--- src/hdl/twmc_pkg.sv ---
// Shared types and constants of the two-wheel motion controller.
// Used by twmc_ctrl, twmc_datapath and the top level; no dependencies.
`default_nettype none

package twmc_pkg;

  localparam int DUTY_BITS_DEF = 16;
  localparam int TIME_BITS_DEF = 32;

  localparam int CFG_IDX_W  = 4;
  localparam int CFG_DATA_W = 16;

  localparam int SPEED_W     = 7;
  localparam int TRIM_W      = 8;
  localparam int DUTY_W      = 16;
  localparam int PULSE_W     = 16;
  localparam int COUNT_W     = 32;
  localparam int NOW_W       = 32;
  localparam int SCALE_W     = DUTY_W + SPEED_W;
  localparam int TRIM_PROD_W = SCALE_W + TRIM_W;
  localparam int RECIP_W     = 2 * TRIM_PROD_W + 1;
  localparam int QUOT_W      = 18;

  // floor(x / 10000) == (x * RECIP_MULT) >> RECIP_SHIFT, exact for x < 2^31
  localparam logic [31:0] RECIP_MULT  = 32'd3518437209;
  localparam int          RECIP_SHIFT = 45;

  localparam logic [CFG_IDX_W-1:0] REG_FWD_SPEED  = 4'd0;
  localparam logic [CFG_IDX_W-1:0] REG_TURN_SPEED = 4'd1;
  localparam logic [CFG_IDX_W-1:0] REG_LEFT_TRIM  = 4'd2;
  localparam logic [CFG_IDX_W-1:0] REG_RIGHT_TRIM = 4'd3;
  localparam logic [CFG_IDX_W-1:0] REG_MAX_DUTY   = 4'd4;
  localparam logic [CFG_IDX_W-1:0] REG_MIN_DUTY   = 4'd5;
  localparam logic [CFG_IDX_W-1:0] REG_TURN_PULSE = 4'd6;
  localparam logic [CFG_IDX_W-1:0] REG_PIVOT      = 4'd7;

  typedef enum logic [1:0] {
    OP_MOTION = 2'd0,
    OP_TICK   = 2'd1,
    OP_ESTOP  = 2'd2,
    OP_CLEAR  = 2'd3
  } op_e;

  typedef enum logic [1:0] {
    MS_STOP  = 2'd0,
    MS_FWD   = 2'd1,
    MS_LEFT  = 2'd2,
    MS_RIGHT = 2'd3
  } motion_e;

  typedef enum logic [1:0] {
    CAUSE_NONE  = 2'd0,
    CAUSE_CMD   = 2'd1,
    CAUSE_WDOG  = 2'd2,
    CAUSE_ESTOP = 2'd3
  } cause_e;

  typedef struct packed {
    logic apply;
    logic mul_scale;
    logic mul_trim;
    logic mul_recip;
    logic clamp;
    logic side;
    logic emit;
  } twmc_cmd_t;

  typedef struct packed {
    logic out_busy;
  } twmc_sts_t;

endpackage

`default_nettype wire

--- src/hdl/twmc_ctrl.sv ---
// Sequencer of the motion controller: accepts a transaction and steps the
// datapath through the duty computation of both sides. Uses twmc_pkg.
`default_nettype none

module twmc_ctrl import twmc_pkg::*; (
  input  wire logic      clk_i,
  input  wire logic      rst_ni,
  input  wire logic      in_valid_i,
  output logic           in_stall_o,
  input  wire twmc_sts_t sts_i,
  output twmc_cmd_t      cmd_o
);

  typedef enum logic [2:0] {
    ST_IDLE,
    ST_SCALE,
    ST_TRIM,
    ST_RECIP,
    ST_CLAMP,
    ST_EMIT
  } state_e;

  state_e state_q;
  logic   side_q;

  always_ff @(posedge clk_i or negedge rst_ni) begin
    if (!rst_ni) begin
      state_q <= ST_IDLE;
      side_q  <= 1'b0;
    end else begin
      unique case (state_q)
        ST_IDLE: begin
          if (in_valid_i) begin
            state_q <= ST_SCALE;
            side_q  <= 1'b0;
          end
        end
        ST_SCALE: state_q <= ST_TRIM;
        ST_TRIM:  state_q <= ST_RECIP;
        ST_RECIP: state_q <= ST_CLAMP;
        ST_CLAMP: begin
          if (side_q) begin
            state_q <= ST_EMIT;
          end else begin
            side_q  <= 1'b1;
            state_q <= ST_TRIM;
          end
        end
        ST_EMIT: begin
          if (!sts_i.out_busy) begin
            state_q <= ST_IDLE;
          end
        end
        default: state_q <= ST_IDLE;
      endcase
    end
  end

  always_comb begin
    cmd_o           = '0;
    cmd_o.apply     = (state_q == ST_IDLE) && in_valid_i;
    cmd_o.mul_scale = (state_q == ST_SCALE);
    cmd_o.mul_trim  = (state_q == ST_TRIM);
    cmd_o.mul_recip = (state_q == ST_RECIP);
    cmd_o.clamp     = (state_q == ST_CLAMP);
    cmd_o.side      = side_q;
    cmd_o.emit      = (state_q == ST_EMIT) && !sts_i.out_busy;
  end

  assign in_stall_o = (state_q != ST_IDLE);

  a_apply_then_scale: assert property (@(posedge clk_i) disable iff (!rst_ni)
    cmd_o.apply |=> cmd_o.mul_scale)
    else $error("scale step did not follow accepted transaction");

  a_one_step: assert property (@(posedge clk_i) disable iff (!rst_ni)
    $onehot0({cmd_o.apply, cmd_o.mul_scale, cmd_o.mul_trim, cmd_o.mul_recip,
              cmd_o.clamp, cmd_o.emit}))
    else $error("more than one datapath step issued");

  a_right_after_left: assert property (@(posedge clk_i) disable iff (!rst_ni)
    (cmd_o.clamp && !cmd_o.side) |=> (cmd_o.mul_trim && cmd_o.side))
    else $error("right side did not follow left side");

endmodule

`default_nettype wire

--- src/hdl/twmc_datapath.sv ---
// Datapath of the motion controller: configuration and motion state, the
// shared duty multiplier chain, clamping and the result register. Uses twmc_pkg.
`default_nettype none

module twmc_datapath import twmc_pkg::*; #(
  parameter int DUTY_BITS = DUTY_BITS_DEF,
  parameter int TIME_BITS = TIME_BITS_DEF
) (
  input  wire logic                  clk_i,
  input  wire logic                  rst_ni,
  input  wire twmc_cmd_t             cmd_i,
  output twmc_sts_t                  sts_o,
  input  wire logic                  cfg_we_i,
  input  wire logic [CFG_IDX_W-1:0]  cfg_index_i,
  input  wire logic [CFG_DATA_W-1:0] cfg_data_i,
  input  wire logic [1:0]            operation_i,
  input  wire logic [1:0]            requested_state_i,
  input  wire logic [1:0]            stop_cause_in_i,
  input  wire logic [NOW_W-1:0]      now_ms_i,
  output logic                       out_valid_o,
  input  wire logic                  out_stall_i,
  output logic                       left_forward_o,
  output logic                       left_reverse_o,
  output logic [DUTY_W-1:0]          left_duty_o,
  output logic                       right_forward_o,
  output logic                       right_reverse_o,
  output logic [DUTY_W-1:0]          right_duty_o,
  output logic [1:0]                 motion_state_o,
  output logic [1:0]                 resume_state_o,
  output logic [1:0]                 stop_cause_o,
  output logic                       estop_held_o,
  output logic [COUNT_W-1:0]         transition_total_o,
  output logic [COUNT_W-1:0]         turn_total_o
);

  localparam logic [QUOT_W-1:0] DUTY_CAP = QUOT_W'((2 ** DUTY_BITS) - 1);

  // configuration
  logic [SPEED_W-1:0] fwd_speed_q, turn_speed_q;
  logic [TRIM_W-1:0]  left_trim_q, right_trim_q;
  logic [DUTY_W-1:0]  max_duty_q, min_duty_q;
  logic [PULSE_W-1:0] turn_pulse_q;
  logic               pivot_q;

  always_ff @(posedge clk_i or negedge rst_ni) begin
    if (!rst_ni) begin
      fwd_speed_q  <= SPEED_W'(60);
      turn_speed_q <= SPEED_W'(50);
      left_trim_q  <= TRIM_W'(100);
      right_trim_q <= TRIM_W'(100);
      max_duty_q   <= DUTY_W'(255);
      min_duty_q   <= DUTY_W'(80);
      turn_pulse_q <= PULSE_W'(300);
      pivot_q      <= 1'b0;
    end else if (cfg_we_i) begin
      unique case (cfg_index_i)
        REG_FWD_SPEED:  fwd_speed_q  <= cfg_data_i[SPEED_W-1:0];
        REG_TURN_SPEED: turn_speed_q <= cfg_data_i[SPEED_W-1:0];
        REG_LEFT_TRIM:  left_trim_q  <= cfg_data_i[TRIM_W-1:0];
        REG_RIGHT_TRIM: right_trim_q <= cfg_data_i[TRIM_W-1:0];
        REG_MAX_DUTY:   max_duty_q   <= cfg_data_i[DUTY_W-1:0];
        REG_MIN_DUTY:   min_duty_q   <= cfg_data_i[DUTY_W-1:0];
        REG_TURN_PULSE: turn_pulse_q <= cfg_data_i[PULSE_W-1:0];
        REG_PIVOT:      pivot_q      <= cfg_data_i[0];
        default: ;
      endcase
    end
  end

  // motion state
  motion_e              motion_q, motion_d, resume_q, resume_d, next_motion;
  cause_e               cause_q, cause_d;
  logic                 latch_q, latch_d;
  logic [TIME_BITS-1:0] start_q, start_d;
  logic [COUNT_W-1:0]   trans_q, trans_d, turns_q, turns_d;

  op_e                  op;
  motion_e              req;
  cause_e               cause_in;
  logic [TIME_BITS-1:0] now_t, elapsed;
  logic                 turning;

  always_comb begin
    op          = op_e'(operation_i);
    req         = motion_e'(requested_state_i);
    cause_in    = cause_e'(stop_cause_in_i);
    now_t       = now_ms_i[TIME_BITS-1:0];
    elapsed     = now_t - start_q;
    turning     = (motion_q == MS_LEFT) || (motion_q == MS_RIGHT);
    motion_d    = motion_q;
    resume_d    = resume_q;
    cause_d     = cause_q;
    latch_d     = latch_q;
    start_d     = start_q;
    trans_d     = trans_q;
    turns_d     = turns_q;
    next_motion = motion_q;
    if (cmd_i.apply) begin
      unique case (op)
        OP_MOTION: begin
          if (!(latch_q && req != MS_STOP)) begin
            case (req) inside
              MS_STOP: begin
                resume_d    = MS_STOP;
                start_d     = '0;
                next_motion = MS_STOP;
                if (!latch_q) begin
                  cause_d = CAUSE_CMD;
                end
              end
              MS_FWD: begin
                resume_d = MS_FWD;
                cause_d  = CAUSE_NONE;
                if (!turning) begin
                  next_motion = MS_FWD;
                end
              end
              MS_LEFT, MS_RIGHT: begin
                cause_d = CAUSE_NONE;
                if (motion_q != req) begin
                  start_d     = now_t;
                  turns_d     = turns_q + COUNT_W'(1);
                  next_motion = req;
                end
              end
              default: ;
            endcase
          end
        end
        OP_TICK: begin
          if (turning && (elapsed >= TIME_BITS'(turn_pulse_q))) begin
            next_motion = latch_q ? MS_STOP : resume_q;
          end
        end
        OP_ESTOP: begin
          latch_d     = (cause_in == CAUSE_ESTOP);
          resume_d    = MS_STOP;
          start_d     = '0;
          cause_d     = cause_in;
          next_motion = MS_STOP;
        end
        OP_CLEAR: begin
          latch_d = 1'b0;
          if (cause_q == CAUSE_ESTOP) begin
            cause_d = CAUSE_CMD;
          end
        end
        default: ;
      endcase
      if (next_motion != motion_q) begin
        trans_d = trans_q + COUNT_W'(1);
      end
      motion_d = next_motion;
    end
  end

  always_ff @(posedge clk_i or negedge rst_ni) begin
    if (!rst_ni) begin
      motion_q <= MS_STOP;
      resume_q <= MS_STOP;
      cause_q  <= CAUSE_NONE;
      latch_q  <= 1'b0;
      start_q  <= '0;
      trans_q  <= '0;
      turns_q  <= '0;
    end else begin
      motion_q <= motion_d;
      resume_q <= resume_d;
      cause_q  <= cause_d;
      latch_q  <= latch_d;
      start_q  <= start_d;
      trans_q  <= trans_d;
      turns_q  <= turns_d;
    end
  end

  // duty = max_duty * speed * trim / 10000, one multiply per step; a nonzero duty is clamped to min/max
  logic [SCALE_W-1:0]     scale_q;
  logic [TRIM_PROD_W-1:0] trim_q;
  logic [RECIP_W-1:0]     recip_q;
  logic [DUTY_W-1:0]      duty_l_q, duty_r_q;
  logic [SPEED_W-1:0]     speed_sel;
  logic [TRIM_W-1:0]      trim_sel;
  logic [QUOT_W-1:0]      quot, clamped;

  always_comb begin
    speed_sel = (motion_q == MS_FWD) ? fwd_speed_q : turn_speed_q;
    trim_sel  = cmd_i.side ? right_trim_q : left_trim_q;
    quot      = recip_q[RECIP_SHIFT +: QUOT_W];
    clamped   = quot;
    if (quot != '0) begin
      if (clamped < QUOT_W'(min_duty_q)) begin
        clamped = QUOT_W'(min_duty_q);
      end
      if (clamped > QUOT_W'(max_duty_q)) begin
        clamped = QUOT_W'(max_duty_q);
      end
      if (clamped > DUTY_CAP) begin
        clamped = DUTY_CAP;
      end
    end
  end

  always_ff @(posedge clk_i) begin
    if (cmd_i.mul_scale) begin
      scale_q <= SCALE_W'(max_duty_q) * SCALE_W'(speed_sel);
    end
    if (cmd_i.mul_trim) begin
      trim_q <= TRIM_PROD_W'(scale_q) * TRIM_PROD_W'(trim_sel);
    end
    if (cmd_i.mul_recip) begin
      recip_q <= RECIP_W'(trim_q) * RECIP_W'(RECIP_MULT);
    end
    if (cmd_i.clamp) begin
      if (cmd_i.side) begin
        duty_r_q <= clamped[DUTY_W-1:0];
      end else begin
        duty_l_q <= clamped[DUTY_W-1:0];
      end
    end
  end

  // bridge drive from the motion state
  logic l_fwd, l_rev, r_fwd, r_rev, l_on, r_on;

  always_comb begin
    l_fwd = 1'b0;
    l_rev = 1'b0;
    r_fwd = 1'b0;
    r_rev = 1'b0;
    unique case (motion_q)
      MS_FWD: begin
        l_fwd = 1'b1;
        r_fwd = 1'b1;
      end
      MS_LEFT: begin
        l_rev = pivot_q;
        r_fwd = 1'b1;
      end
      MS_RIGHT: begin
        l_fwd = 1'b1;
        r_rev = pivot_q;
      end
      default: ;
    endcase
    l_on = (l_fwd || l_rev) && (duty_l_q != '0);
    r_on = (r_fwd || r_rev) && (duty_r_q != '0);
  end

  // result register
  logic out_valid_q;

  always_ff @(posedge clk_i or negedge rst_ni) begin
    if (!rst_ni) begin
      out_valid_q <= 1'b0;
    end else if (cmd_i.emit) begin
      out_valid_q <= 1'b1;
    end else if (!out_stall_i) begin
      out_valid_q <= 1'b0;
    end
  end

  always_ff @(posedge clk_i) begin
    if (cmd_i.emit) begin
      left_forward_o     <= l_on && l_fwd;
      left_reverse_o     <= l_on && l_rev;
      left_duty_o        <= l_on ? duty_l_q : '0;
      right_forward_o    <= r_on && r_fwd;
      right_reverse_o    <= r_on && r_rev;
      right_duty_o       <= r_on ? duty_r_q : '0;
      motion_state_o     <= motion_q;
      resume_state_o     <= resume_q;
      stop_cause_o       <= cause_q;
      estop_held_o       <= latch_q;
      transition_total_o <= trans_q;
      turn_total_o       <= turns_q;
    end
  end

  assign out_valid_o    = out_valid_q;
  assign sts_o.out_busy = out_valid_q && out_stall_i;

  a_valid_from_emit: assert property (@(posedge clk_i) disable iff (!rst_ni)
    $rose(out_valid_q) |-> $past(cmd_i.emit))
    else $error("result valid without emit step");

  a_left_pins: assert property (@(posedge clk_i) disable iff (!rst_ni)
    (out_valid_q && (left_forward_o || left_reverse_o)) |->
      (!(left_forward_o && left_reverse_o) && (left_duty_o != '0)))
    else $error("left bridge pins inconsistent with duty");

  a_right_pins: assert property (@(posedge clk_i) disable iff (!rst_ni)
    (out_valid_q && (right_forward_o || right_reverse_o)) |->
      (!(right_forward_o && right_reverse_o) && (right_duty_o != '0)))
    else $error("right bridge pins inconsistent with duty");

endmodule

`default_nettype wire

--- src/hdl/two_wheel_motion_controller_unit.sv ---
// Two-wheel H-bridge motion controller: one result per transaction.
// The result is registered at the emit step. The shared multiplier chain
// runs scale once, then trim, reciprocal and clamp once per bridge side; an
// output stall holds the emit step. A new transaction waits for idle.
// Reset: asynchronous, active low; restores register defaults and stop state.
// Depends on twmc_pkg, twmc_ctrl and twmc_datapath.
`default_nettype none

module two_wheel_motion_controller_unit import twmc_pkg::*; #(
  parameter int DUTY_BITS = DUTY_BITS_DEF,
  parameter int TIME_BITS = TIME_BITS_DEF
) (
  input  wire logic                  clk_i,
  input  wire logic                  rst_ni,
  input  wire logic                  cfg_we_i,
  input  wire logic [CFG_IDX_W-1:0]  cfg_index_i,
  input  wire logic [CFG_DATA_W-1:0] cfg_data_i,
  input  wire logic                  in_valid_i,
  output logic                       in_stall_o,
  input  wire logic [1:0]            operation_i,
  input  wire logic [1:0]            requested_state_i,
  input  wire logic [1:0]            stop_cause_in_i,
  input  wire logic [NOW_W-1:0]      now_ms_i,
  output logic                       out_valid_o,
  input  wire logic                  out_stall_i,
  output logic                       left_forward_o,
  output logic                       left_reverse_o,
  output logic [DUTY_W-1:0]          left_duty_o,
  output logic                       right_forward_o,
  output logic                       right_reverse_o,
  output logic [DUTY_W-1:0]          right_duty_o,
  output logic [1:0]                 motion_state_o,
  output logic [1:0]                 resume_state_o,
  output logic [1:0]                 stop_cause_o,
  output logic                       estop_held_o,
  output logic [COUNT_W-1:0]         transition_total_o,
  output logic [COUNT_W-1:0]         turn_total_o
);

  twmc_cmd_t cmd;
  twmc_sts_t sts;

  twmc_ctrl u_ctrl (
    .clk_i      (clk_i),
    .rst_ni     (rst_ni),
    .in_valid_i (in_valid_i),
    .in_stall_o (in_stall_o),
    .sts_i      (sts),
    .cmd_o      (cmd)
  );

  twmc_datapath #(
    .DUTY_BITS (DUTY_BITS),
    .TIME_BITS (TIME_BITS)
  ) u_datapath (
    .clk_i              (clk_i),
    .rst_ni             (rst_ni),
    .cmd_i              (cmd),
    .sts_o              (sts),
    .cfg_we_i           (cfg_we_i),
    .cfg_index_i        (cfg_index_i),
    .cfg_data_i         (cfg_data_i),
    .operation_i        (operation_i),
    .requested_state_i  (requested_state_i),
    .stop_cause_in_i    (stop_cause_in_i),
    .now_ms_i           (now_ms_i),
    .out_valid_o        (out_valid_o),
    .out_stall_i        (out_stall_i),
    .left_forward_o     (left_forward_o),
    .left_reverse_o     (left_reverse_o),
    .left_duty_o        (left_duty_o),
    .right_forward_o    (right_forward_o),
    .right_reverse_o    (right_reverse_o),
    .right_duty_o       (right_duty_o),
    .motion_state_o     (motion_state_o),
    .resume_state_o     (resume_state_o),
    .stop_cause_o       (stop_cause_o),
    .estop_held_o       (estop_held_o),
    .transition_total_o (transition_total_o),
    .turn_total_o       (turn_total_o)
  );

endmodule

`default_nettype wire
--- config.mk ---
export PLATFORM = sky130hd
export DESIGN_NAME = two_wheel_motion_controller_unit
export DESIGN_NICKNAME = d
export VERILOG_FILES = /design/src/hdl/twmc_pkg.sv /design/src/hdl/twmc_ctrl.sv /design/src/hdl/twmc_datapath.sv /design/src/hdl/two_wheel_motion_controller_unit.sv
export SDC_FILE = /design/constraint.sdc
export NUM_CORES = 2
export LEC_CHECK = 0
export BUFFER_PORTS_ARGS = -buffer_cell sky130_fd_sc_hd__buf_2
export CORE_ASPECT_RATIO = 2
export CORE_MARGIN = 3
export CORE_UTILIZATION = 30
export CTS_CLUSTER_SIZE = 28
export DETAILED_ROUTE_END_ITERATION = 10
export PLACE_DENSITY = 0.45
export SYNTH_ARGS = -nofsm -noshare
export SYNTH_HDL_FRONTEND = slang
export SYNTH_HIERARCHICAL = 1
export SYNTH_SLANG_ARGS = --single-unit
--- constraint.sdc ---
create_clock -name clk_i -period 21 [get_ports clk_i]
set_clock_uncertainty 0.2 [all_clocks]
set_input_delay 1.05 -clock clk_i [delete_from_list [all_inputs] [get_ports clk_i]]
set_output_delay 1.05 -clock clk_i [all_outputs]
set_load 0.03 [all_outputs]
Yosys cells after proc, flatten, opt, wreduce, memory -nomap -nowiden
Index checks and enable logic that the tools add are counted.

Flip-flop bits (word level): 443. Bits of input ports: 63. Output and inout port bits: 109. Logic and storage cells: 182.

$add $sub $neg: 3. Multipliers: 3. Order comparisons: 4. Eq/ne operators: 36. Mux-type cells: 48. Bitwise gates (word level): 4. Reductions and logical operators: 49.

Operator list (number): $mux W32 (5); $mux W18 (4); $add A32 B1 Y32 const B (2); $pmux W32 S2 (1); $mul A31 B32 Y63 const B (1); $mux W2 (18); $ge A32 B16 Y1 (1); $mux W16 (2); $reduce_bool A16 Y1 (2); $sub A32 B32 Y32 (1); $mul A23 B8 Y31 (1); $reduce_and A2 Y1 (14); $mul A16 B7 Y23 (1); $gt A18 B16 Y1 (1); $gt A18 B16 Y1 const B (1); $lt A18 B16 Y1 (1); $pmux W3 S6 (1); $reduce_bool A18 Y1 (1); $eq A2 B2 Y1 const B (8); $eq A4 B3 Y1 const B (4); $pmux W2 S3 (2); $reduce_and A6 Y1 (2); $logic_and A1 B1 Y1 (11); $mux W3 (3); other kinds (29) (59).

Longest topological paths before layout
Word-level depth: 10. Gate-level depth with buffers: 28. Mapped depth without buffers: 28.

Hierarchy
The synthesis kept the hierarchy.

By module, submodules not included: twmc_datapath (instances 1, cells an instance 4101, area each 43196.4 um^2, sequential area each 10894.2 um^2); twmc_ctrl (instances 1, cells an instance 27, area each 282.8 um^2, sequential area each 100.1 um^2).

Least setup slack after synthesis
OpenSTA, ideal clock, no wires.

Kind: input-to-reg. Start point: in out_stall_i. End point: reg u_datapath.out_valid_q, in the netlist u_datapath/out_valid_o. Setup time: 111 ps. Arrival time: 9636 ps. Data required time: 20689 ps. Setup slack: 11053 ps. Stages: 3. Buffers on the path: 0. Cell sequence: and2_1 -> nor3b_1 -> or2_2.

RTL lines: start, declared (line two_wheel_motion_controller_unit.sv:25) `input wire logic out_stall_i,`; end signal, assigned (line twmc_datapath.sv:255) `out_valid_q <= 1'b0;`; end signal, assigned (line twmc_datapath.sv:257) `out_valid_q <= 1'b1;`; end signal, assigned (line twmc_datapath.sv:259) `out_valid_q <= 1'b0;`; end, declared (line twmc_datapath.sv:251) `logic out_valid_q;`.

Worst setup path after layout
Start point: reg u_datapath.trim_q[8]. End point: reg u_datapath.recip_q[62], data pin.

Cells in the longest elaborated chain, start to end: 1.

RTL lines: start, declared (line twmc_datapath.sv:179) `logic [TRIM_PROD_W-1:0] trim_q;`; start signal, assigned (line twmc_datapath.sv:209) `trim_q <= TRIM_PROD_W'(scale_q) * TRIM_PROD_W'(trim_sel);`; $mul A31 B32 Y63 (line twmc_datapath.sv:212) `recip_q <= RECIP_W'(trim_q) * RECIP_W'(RECIP_MULT);`; end signal, assigned (line twmc_datapath.sv:212); end, declared (line twmc_datapath.sv:180) `logic [RECIP_W-1:0] recip_q;`.

Every way passes these cells. A chain may end at the register's enable or synchronous reset.

==> flow_summary.ini <==
[cts]
postCtsSetupRepairBufs = 0
cts.path.max_buffers = 3
clk_latency_ns = 0.60
cts.sinks = 396
htree_levels = 2
cts_hold_buf = 0
cts_resized = 0
cts_tree = built
cts_buffers = 41
cts_root_buffer = clkbuf_16
cts.reportedPaths.clkPinSlew_ns = 0.07

[layout]
regArea_um2 = 11000
nFillCells = 14900
layout_commonest_cell = inv_1
area_delta_synth_final_pct = 10.2
multiInputGateArea_um2 = 28900
final_cell_mix = 879 x inv_1, 618 x fa_1, 531 x ha_1
nets = 5475
drive_gt1_share_pct = 9.24

[yosys]
ys_types = 81
synthesis.area_um2 = 43500
yosys_warnings = 6
synth.area.top_cells = fa_1 28%, ha_1 15%, edfxtp_1 15%
synthArstFlopShare_pct = 47.0
synth_cells = 4128
synth_nets = 5340
synth-edff-count = 210
synth_top_area_cell = fa_1
avgSynthCellArea_um2 = 10.5
synth_top_area_share_pct = 28.5
synth_seq_area_share_pct = 25.3
synth_seq_cells = 396
synth_flop_cell = edfxtp_1

[floorplan]
ioPinCount = 172
rows = 197
die_area_um2 = 150000
core_area_um2 = 144000
die_y_um = 544
start_util_pct = 30.2
die_x_um = 275

[placed_design]
portBuffers = 170
dp_hpwl_mm = 120
gp_congestion = 0.956

[route]
first_pass_iters = 5
antenna_left = 0
drt_iter0_drc = 1124
routed_wirelength_mm = 143
viasPerCell = 4.77
via_count = 29500
wl_per_cell_um = 23.1
drc = 0

[worst_setup_path]
path_max_fanout = 7
path_class = reg2reg
required_ns = 21.13
arrival_ns = 8.89
cp-start-kind = flip-flop
critPathCaptureType = flip-flop

[sta]
max_slew.worst_pin.slew_ns = 1.26
post-route-min-period_ns = 8.76
finalCritPeriodShare_pct = 41.7
hold_violations = 0
relSlewSlack_pct = 15.7
report.final.setup_viol = 0
slew_viol_final = 0
fin_setup_tns_ns = 0
rsz0062_at_grt = false
clock.fmax_ghz = 0.114

[grt]
grt-ovfl-total = 0
antenna_found_initial = 7
grt_pass1_vias = 33200
grt_pass1_wl_mm = 213
grt_usage_pct = 19.5
grt_max_degree = 99

[outcome]
status = finished clean

[job]
drv_cap = 0

[worst_hold_path]
hold_path_class = reg2reg
==> worst max-delay path: stages (launching register included) <==
cell and delay, ns:
edfxtp_1 0.54, inv_1 0.29, fa_1 0.57, fa_1 0.42, inv_1 0.09, fa_1 0.42, inv_1 0.08, fa_1 0.41
inv_1 0.09, fa_1 0.44, fa_1 0.45, fa_1 0.52, inv_1 0.05, fa_1 0.47, inv_1 0.04, ha_1 0.28
and4_1 0.19, nand3_1 0.10, nor2_1 0.06, and2_1 0.18, a2111oi_0 1.01, buf_4 0.26, o311a_1 0.40, nand3_1 0.18
a31o_2 0.25, a21o_1 0.20, a21oi_1 0.17, xnor2_1 0.10
==> kinds of logic after synthesis <==
logic type	after synthesis	synth area share (%)
flip-flops	396	25.3
AO/OA/AOI/OAI	428	6.48
buffers and inverters	973	8.50
adder cells (fa/ha/maj)	1149	43.7
XOR/XNOR	141	2.84
other	1	0.00862
AND/OR/NAND/NOR	933	10.5
multiplexers	107	2.69
==> routing by layer <==
layer | track usage, % | up-vias | routed length [µm]
met4 | 12.8 | 0 | 11500
li1 | - | 13500 | -
met1 | 17.3 | 15000 | 43400
met5 | 0 | - | 0
met2 | 40.2 | 632 | 84000
met3 | 1.97 | 327 | 3790
==> area by class of cell <==
class / count / area share [%]
antenna: 1 / 0.00522
tap: 1890 / 4.93
multi-input combinational: 2759 / 60.2
clock inverter: 26 / 0.668
timing repair buffer: 186 / 2.04
clock buffer: 50 / 2.34
sequential: 396 / 22.9
inverter: 879 / 6.88
==> path summary, 6_finish.rpt <==
kind | startpoint | depth (start not counted) | end | slack [ns]
setup / recovery | u_datapath/trim_q[8]$_DFFE_PP_ | 27 | u_datapath/recip_q[62]$_DFFE_PP_ | 12.24
hold / removal | u_datapath/cause_q[0]$_DFFE_PN0P_ | 0 | u_datapath/stop_cause_o[0]$_DFFE_PP_ | 0.27
hold reg to reg | u_datapath/cause_q[0]$_DFFE_PN0P_ | 0 | u_datapath/stop_cause_o[0]$_DFFE_PP_ | 0.27
min in group asynchronous | rst_ni | 1 | u_datapath/turns_q[16]$_DFFE_PN0P_ | 0.33
setup reg to reg | u_datapath/trim_q[8]$_DFFE_PP_ | 27 | u_datapath/recip_q[62]$_DFFE_PP_ | 12.24
max in group asynchronous | rst_ni | 3 | u_datapath/right_trim_q[4]$_DFFE_PN0P_ | 18.20
==> flip-flops by register name, summed over array words and instances, names as in the netlist, 3 cells and up <==
signal,count
u_ctrl/state_q,3
u_datapath/duty_l_q,16
u_datapath/duty_r_q,16
u_datapath/fwd_speed_q,7
u_datapath/left_duty_o,16
u_datapath/left_trim_q,8
u_datapath/max_duty_q,16
u_datapath/min_duty_q,16
u_datapath/recip_q,18
u_datapath/right_duty_o,16
u_datapath/right_trim_q,8
u_datapath/scale_q,23
u_datapath/start_q,32
u_datapath/trans_q,32
u_datapath/transition_total_o,32
u_datapath/trim_q,31
u_datapath/turn_pulse_q,16
u_datapath/turn_speed_q,7
u_datapath/turn_total_o,32
u_datapath/turns_q,32
==> synth_stat cells, drive strengths merged (11+ instances only) <==
master / n
a31oi: 12
mux2: 79
and3: 17
a211oi: 17
and2: 75
nor2: 136
dfrtp: 159
o211ai: 11
a2111oi: 13
a21o: 56
o21bai: 11
nor2b: 82
fa: 618
buf: 11
dfstp: 27
inv: 879
xor2: 64
nand4: 32
nor4: 32
clkbuf: 83
nor3: 40
ha: 531
nor3b: 13
o21a: 25
edfxtp: 210
nand3: 53
o21ai: 121
nand2: 372
mux2i: 28
or2: 13
nand2b: 32
or3: 13
a21oi: 91
xnor2: 77
==> metrics by stage <==
step	hold slack [ns]	cells	util [%]	setup slack [ns]	area, µm²
2_1_floorplan	0.237	4128	-	11.05	43500
3_3_place_gp	0.260	6110	32.3	12.28	46500
3_5_place_dp	0.256	6110	32.3	12.30	46500
4_1_cts	0.272	6186	33.3	12.28	47900
5_1_grt	0.289	6187	33.3	11.95	47900
6_report	0.269	6187	33.3	12.24	47900
Power is left out: the tool's default activity adds up to more than one toggle a clock period on the data nets, which glitch-free logic cannot reach.
